## src/mandelbrot_escape_time_pixel_top_assert.svh

```systemverilog
// Assertion macros shared by the escape-time pixel engine.
// Each macro checks an implication on the rising edge of the given clock,
// and is disabled while the active-low reset is asserted.
`ifndef MANDELBROT_ESCAPE_TIME_PIXEL_TOP_ASSERT_SVH
`define MANDELBROT_ESCAPE_TIME_PIXEL_TOP_ASSERT_SVH
`ifndef SYNTHESIS
// Same-cycle implication.
`define MET_ASSERT_IMP(label, clk, rstn, ante, cons, msg) \
    label: assert property (@(posedge clk) disable iff (!rstn) (ante) |-> (cons)) \
        else $error(msg);
// Next-cycle implication.
`define MET_ASSERT_NXT(label, clk, rstn, ante, cons, msg) \
    label: assert property (@(posedge clk) disable iff (!rstn) (ante) |=> (cons)) \
        else $error(msg);
`else
`define MET_ASSERT_IMP(label, clk, rstn, ante, cons, msg)
`define MET_ASSERT_NXT(label, clk, rstn, ante, cons, msg)
`endif
`endif

```

## src/met_pkg.sv

```systemverilog
package met_pkg;

    // Field and arithmetic widths.
    localparam int PIX_W      = 8;
    localparam int OUT_W      = 10;
    localparam int Q_W        = 32;
    localparam int FRAC_BITS  = 28;
    localparam int SPAN_W     = Q_W + 1;
    localparam int MAG_W      = PIX_W + Q_W;
    localparam int WIDE_W     = MAG_W + 2;
    localparam int PROD_W     = 2 * Q_W;
    localparam int CFG_ADDR_W = 2;
    localparam int S_DATA_W   = 2 * PIX_W;
    localparam int M_DATA_W   = 24;

    // Escape threshold: 4.0 in Q8.56.
    localparam logic [PROD_W-1:0] ESCAPE_LIMIT = 64'd4 << (2 * FRAC_BITS);

    // Window reset values in Q4.28.
    localparam logic signed [Q_W-1:0] REAL_MIN_RST = -32'sd536870912;
    localparam logic signed [Q_W-1:0] REAL_MAX_RST = 32'sd268435456;
    localparam logic signed [Q_W-1:0] IMAG_MIN_RST = -32'sd402653184;
    localparam logic signed [Q_W-1:0] IMAG_MAX_RST = 32'sd402653184;

    // Configuration register indexes.
    typedef enum logic [CFG_ADDR_W-1:0] {
        REG_REAL_MIN = 2'd0,
        REG_REAL_MAX = 2'd1,
        REG_IMAG_MIN = 2'd2,
        REG_IMAG_MAX = 2'd3
    } met_reg_idx_t;

    // Controller states.
    typedef enum logic [2:0] {
        ST_IDLE,
        ST_SCALE,
        ST_DIV,
        ST_MAP,
        ST_MUL,
        ST_STEP,
        ST_DONE
    } met_state_t;

    // Commands from the controller to the datapath.
    typedef struct packed {
        logic capture;
        logic div_start;
        logic map;
        logic mul;
        logic step;
        logic out_load;
    } met_cmd_t;

    // Status from the datapath to the controller.
    typedef struct packed {
        logic div_done;
        logic at_limit;
        logic escaped;
    } met_sts_t;

    // Saturate a wide signed value to the signed 32-bit range.
    function automatic logic signed [Q_W-1:0] sat32(input logic signed [WIDE_W-1:0] v);
        logic all_ones;
        logic any_ones;
        logic signed [Q_W-1:0] r;
        all_ones = &v[WIDE_W-1:Q_W-1];
        any_ones = |v[WIDE_W-1:Q_W-1];
        if (v[WIDE_W-1] && !all_ones) begin
            r = {1'b1, {(Q_W-1){1'b0}}};
        end else if (!v[WIDE_W-1] && any_ones) begin
            r = {1'b0, {(Q_W-1){1'b1}}};
        end else begin
            r = v[Q_W-1:0];
        end
        return r;
    endfunction

endpackage

```

## src/met_ctrl.sv

```systemverilog
`include "mandelbrot_escape_time_pixel_top_assert.svh"

module met_ctrl
    import met_pkg::*;
(
    input  logic     aclk,
    input  logic     aresetn,
    input  logic     s_tvalid,
    output logic     s_tready,
    output logic     m_tvalid,
    input  logic     m_tready,
    input  met_sts_t sts,
    output met_cmd_t cmd
);

    met_state_t state_reg;
    met_state_t state_next;
    logic       m_valid_reg;
    logic       m_valid_next;
    logic       out_free;

    // The result register can take a new value when empty or being drained.
    assign out_free = !m_valid_reg || m_tready;

    // Next-state logic.
    always_comb begin
        state_next = state_reg;
        unique case (state_reg)
            ST_IDLE: begin
                if (s_tvalid) state_next = ST_SCALE;
            end
            ST_SCALE: begin
                state_next = ST_DIV;
            end
            ST_DIV: begin
                if (sts.div_done) state_next = ST_MAP;
            end
            ST_MAP: begin
                state_next = ST_MUL;
            end
            ST_MUL: begin
                state_next = sts.at_limit ? ST_DONE : ST_STEP;
            end
            ST_STEP: begin
                state_next = sts.escaped ? ST_DONE : ST_MUL;
            end
            ST_DONE: begin
                if (out_free) state_next = ST_IDLE;
            end
        endcase
    end

    // Command outputs.
    always_comb begin
        cmd = '0;
        unique case (state_reg)
            ST_IDLE:  cmd.capture   = s_tvalid;
            ST_SCALE: cmd.div_start = 1'b1;
            ST_DIV:   cmd           = '0;
            ST_MAP:   cmd.map       = 1'b1;
            ST_MUL:   cmd.mul       = !sts.at_limit;
            ST_STEP:  cmd.step      = !sts.escaped;
            ST_DONE:  cmd.out_load  = out_free;
        endcase
    end

    // Result valid flag.
    assign m_valid_next = cmd.out_load ? 1'b1 : (m_tready ? 1'b0 : m_valid_reg);

    always_ff @(posedge aclk) begin
        if (!aresetn) begin
            state_reg   <= ST_IDLE;
            m_valid_reg <= 1'b0;
        end else begin
            state_reg   <= state_next;
            m_valid_reg <= m_valid_next;
        end
    end

    assign s_tready = (state_reg == ST_IDLE);
    assign m_tvalid = m_valid_reg;

    // A waiting result is never overwritten.
    `MET_ASSERT_IMP(a_out_no_overwrite, aclk, aresetn, cmd.out_load, out_free, "result overwritten")
    // The mapping waits for both divisions.
    `MET_ASSERT_NXT(a_div_wait, aclk, aresetn, (state_reg == ST_DIV) && !sts.div_done, state_reg == ST_DIV, "left division early")
    // No update after the escape test has fired.
    `MET_ASSERT_IMP(a_no_step_escaped, aclk, aresetn, cmd.step, !sts.escaped, "update after escape")
    // No iteration beyond the limit.
    `MET_ASSERT_IMP(a_no_mul_limit, aclk, aresetn, cmd.mul, !sts.at_limit, "iteration past limit")

endmodule

```

## config.mk

```make
export PLATFORM = sky130hd
export DESIGN_NAME = met_ctrl
export DESIGN_NICKNAME = d
export VERILOG_FILES = /design/src/met_pkg.sv /design/src/met_ctrl.sv
export VERILOG_INCLUDE_DIRS = /design/src /design/src/src
export SDC_FILE = /design/constraint.sdc
export NUM_CORES = 1
export LEC_CHECK = 0
export BUFFER_PORTS_ARGS = -buffer_cell sky130_fd_sc_hd__buf_2
export CORE_AREA = 2 2 39 41
export DETAILED_ROUTE_END_ITERATION = 8
export DIE_AREA = 0 0 41 43
export HOLD_SLACK_MARGIN = 0.05
export PLACE_DENSITY = 0.58
export SLEW_MARGIN = 30
export SYNTH_ARGS = -nofsm -noshare
export SYNTH_HDL_FRONTEND = slang
export SYNTH_SLANG_ARGS = --single-unit
```

## constraint.sdc

```tcl
create_clock -name aclk -period 0.9 [get_ports aclk]
set_input_delay 0 -clock aclk [delete_from_list [all_inputs] [get_ports aclk]]
set_output_delay 0 -clock aclk [all_outputs]
set_load 0.01 [all_outputs]
```

**After elaboration in Yosys (flattened, before gate mapping)**

Cells that the tools add are included.

- Multiplexer cells: 14
- Equal/unequal tests: 9
- Reduce and logical (&&, ||, !) cells: 7

Operators by type and width:

| cell | count |
|---|---|
| 3-bit one-hot mux with 7 select lines | 1 |
| 3-bit == test, second input constant | 3 |
| 3-bit two-way mux | 3 |
| 1-bit two-way mux | 8 |
| 3-bit by 2-bit == test with 1-bit output, second input constant | 2 |
| 2-bit != test, second input constant | 3 |
| 2-bit two-way mux | 2 |
| 3-bit by 1-bit == test with 1-bit output, second input constant | 1 |
| 1-bit logical NOT | 3 |
| 3-bit logical NOT | 1 |
| 3-bit AND reduction | 1 |
| 2-bit nonzero test | 1 |
| 1-bit logical OR | 1 |

- Word-level logic and storage cells: 32
- Register bits: 4
- Output and inout port bits: 8

**Longest topological paths before layout**

- Word-level depth: 4
- Mapped depth: 4
- Gate-level depth less buffers: 3

**Worst setup path before layout**

OpenSTA, ideal clock, no wires.

- Path kind: reg2reg
- From: register state_reg[1]
- To: register state_reg[1]
- Path slack: 0 ps
- Stages on the path, launching flop included: 4
- Required time: 783 ps
- Arrival: 782 ps
- Buffers on the path: 1
- Cell sequence: dfxtp_1 buf_6 nor2b_4 a32o_2

- Longest elaborated chain between the ends: 3
- Elaborated cells between the ends (all ways): 12
- Classes of those cells: 9 x eq/ne; 1 x mux; 2 x reduce/logical

Ends and longest elaborated chain:

| what | line | RTL |
|---|---|---|
| from (decl) | met_ctrl.sv:16 | `met_state_t state_reg;` |
| from (signal assigned) | met_ctrl.sv:75 | `state_reg <= state_next;` |
| 3-bit == test, or another cell as far along | met_ctrl.sv:28 | `unique case (state_reg)` |
| 2-bit != test (no line) | -- |  |
| 3-bit AND reduction (no line) | -- |  |

Several ways; a longest one is shown, not always the timed one.
A chain may end at the register's enable or synchronous reset.

==> reports/qor.yml <==
setup_path:
  cpLargestDelayFamily: "flip-flops"
  cp.required_ns: 0.90
  crit_arrival_ns: 1.09
  crit_slowest_cell: "dfxtp_2"
  critical_path_class: "register to primary output"
  critPathLaunchType: "register"
  cp-end-kind: "primary output"
  max_stage_delay_ns: 0.32
  cp_num_buf_inv: 2
  worstPathMaxFanout: 9
  r2r_slack_ns: -0.10
  worstPathCellList: "buf_12, nor3_4, and2_1, buf_2"
routing:
  drc: 0
  detail_route.iter0.violations: 3
  vias_per_cell: 4.29
  vias: 313
  wl_microns: 703
  routedWlPerCell_microns: 9.63
  antenna_left: 0
  first_pass_iters: 2
floorplanning:
  die_area_sq_um: 1760
  io_pins: 15
  fp.dieH_microns: 43
  num_rows: 14
  die_w_microns: 41
  initial_core_util: 0.231
  coreArea_sq_um: 1380
synthesis:
  yosysSeqAreaShare: 0.250
  netlist_area_sq_um: 320
  synthDistinctLibCells: 23
  syn_avg_cell_area_sq_um: 8.90
  synth_seq_cells: 4
  synthesis.yosys.warnings: 0
  synthCells: 36
  synth_fp_nets: 43
global_routing:
  grt_first_pass_wirelength_microns: 1080
  grt_util_all_layers: 0.0924
  grt_pass1_vias: 278
  grt_max_degree: 10
  antenna_found_initial: 0
  grt_overflow_total: 0
timing:
  relSlewSlack: 0.881
  grt_setup_unrepaired: "yes"
  clock.fmax_ghz: 0.919
  slew_violations: 0
  finalSetupViolations: 10
  hold_viol: 0
  fin_crit_sh: 1.21
  worst_clock_skew_ns: 0.00173
  tightest_slew_ns: 0.174
  min_period_ns: 1.09
  worst_slack_ns: -0.188
cells_and_area:
  layout_commonest_cell: "buf_2"
  drive_above_1_share: 0.667
  syn2layout_area_growth_pct: 65.2
  largest_reg_flops: 3
  seqCellArea_sq_um: 86.3
  multiInputGateArea_sq_um: 230
  nets: 66
  final_cell_mix: "buf_2, buf_6, clkbuf_4"
  fillers: 148
  diodes: 0
clock_network:
  clk_root_buffer_cell: "clkbuf_4"
  cts_buffers: 3
  worstSkewPairLatency_ns: 0.23
  clk_pin_slew_ns: 0.04
  clkSinkCount: 4
  cts_tree: "done"
  cts.path.max_buffers: 2
  htreeDepth: 1
status:
  run_status: "finished with violations"
  violations: "negative setup slack"
place:
  hpwl_microns: 497
  place_ws_ns: -0.0822
  place_congestion: 0.675
  portBuffers: 14
min_path:
  min_path_type: "input port to register"
pwr:
  power.density_nw_per_um2: 1400
  ir_drop_uv: 902
  p_total_uw: 740
  leakagePower_nw: 0.253
job:
  maxCapViolations: 0
-- final cells by class --
class                   instances  area share
repair buffers                 22       0.322
flip-flops and latches          4       0.163
multi-input cells              28       0.435
well taps                      16      0.0378
clock buffers                   3      0.0426
-- kinds of logic (layout without fill, tap and decap cells) --
group	after synthesis	in the layout	share of synthesized area
DFF	4	4	0.250
muxes	1	1	0.0313
buffers and inverters	4	25	0.117
AOI/OAI and AO/OA	7	7	0.156
and+or+nand+nor	20	20	0.445
-- cell usage after synthesis, drive strengths merged --
library cell  number  area [sq um]
and3b              2          17.5
nor2               2          7.51
dfxtp              4          80.1
nor2b              4          35.0
nor3               1          10.0
and2               2          12.5
nand2              4          15.0
o21ai              1          5.00
a21oi              1          5.00
nand2b             1          6.26
a31oi              1          6.26
mux2i              1          10.0
a21boi             2          15.0
and2b              1          7.51
nor3b              1          12.5
and3               1          6.26
buf                4          37.5
and4bb             1          12.5
a32o               1          11.3
o211ai             1          7.51
-- stage by stage --
stage / hold slack [ns] / area [sq um] / TNS [ns] / cells / utilization
finish: 0.0642 / 529 / -1.11 / 73 / 0.382
floorplan: 0.144 / 320 / 0 / 36 / -
global route: 0.0613 / 529 / -1.71 / 73 / 0.382
detailed placement: 0.294 / 423 / -0.229 / 67 / 0.306
global placement: 0.291 / 423 / -0.219 / 67 / 0.306
CTS: 0.0503 / 513 / -1.16 / 73 / 0.371
-- report_power, final --
group	total [mW]	internal (mW)	switching (mW)
clock network	0.215	0.149	0.0660
registers	0.222	0.198	0.0233
logic	0.303	0.179	0.124
-- metal layers --
layer	wire length, microns	global-route usage
met4	0	0.0200
met2	330	0.141
met3	70	0.0628
met1	302	0.103
met5	0	0
-- worst register-to-register path: stages, from the launching register on --
cell	delay, ns
dfxtp_2	0.32
buf_12	0.14
buf_6	0.11
a21oi_2	0.13
and3b_1	0.19
-- repair_timing --
action                     CTS  global route
resized for setup           13             5
pin swaps                    6             3
setup buffers                2             0
setup endpoints to repair   10            11
hold endpoints to repair     1             0
hold buffers                 1             0
-- path summary, 6_finish.rpt --
| path | endpoint | from | depth (start not counted) |
|---|---|---|---|
| worst max-delay path | cmd[5] | state_reg[0] | 4 |
| worst min-delay path | state_reg[1] | aresetn | 2 |
| worst max register to register | state_reg[2] | state_reg[0] | 4 |
| worst min register to register | m_tvalid | m_tvalid | 2 |
No activity file was read; power rests on OpenSTA's default activity.
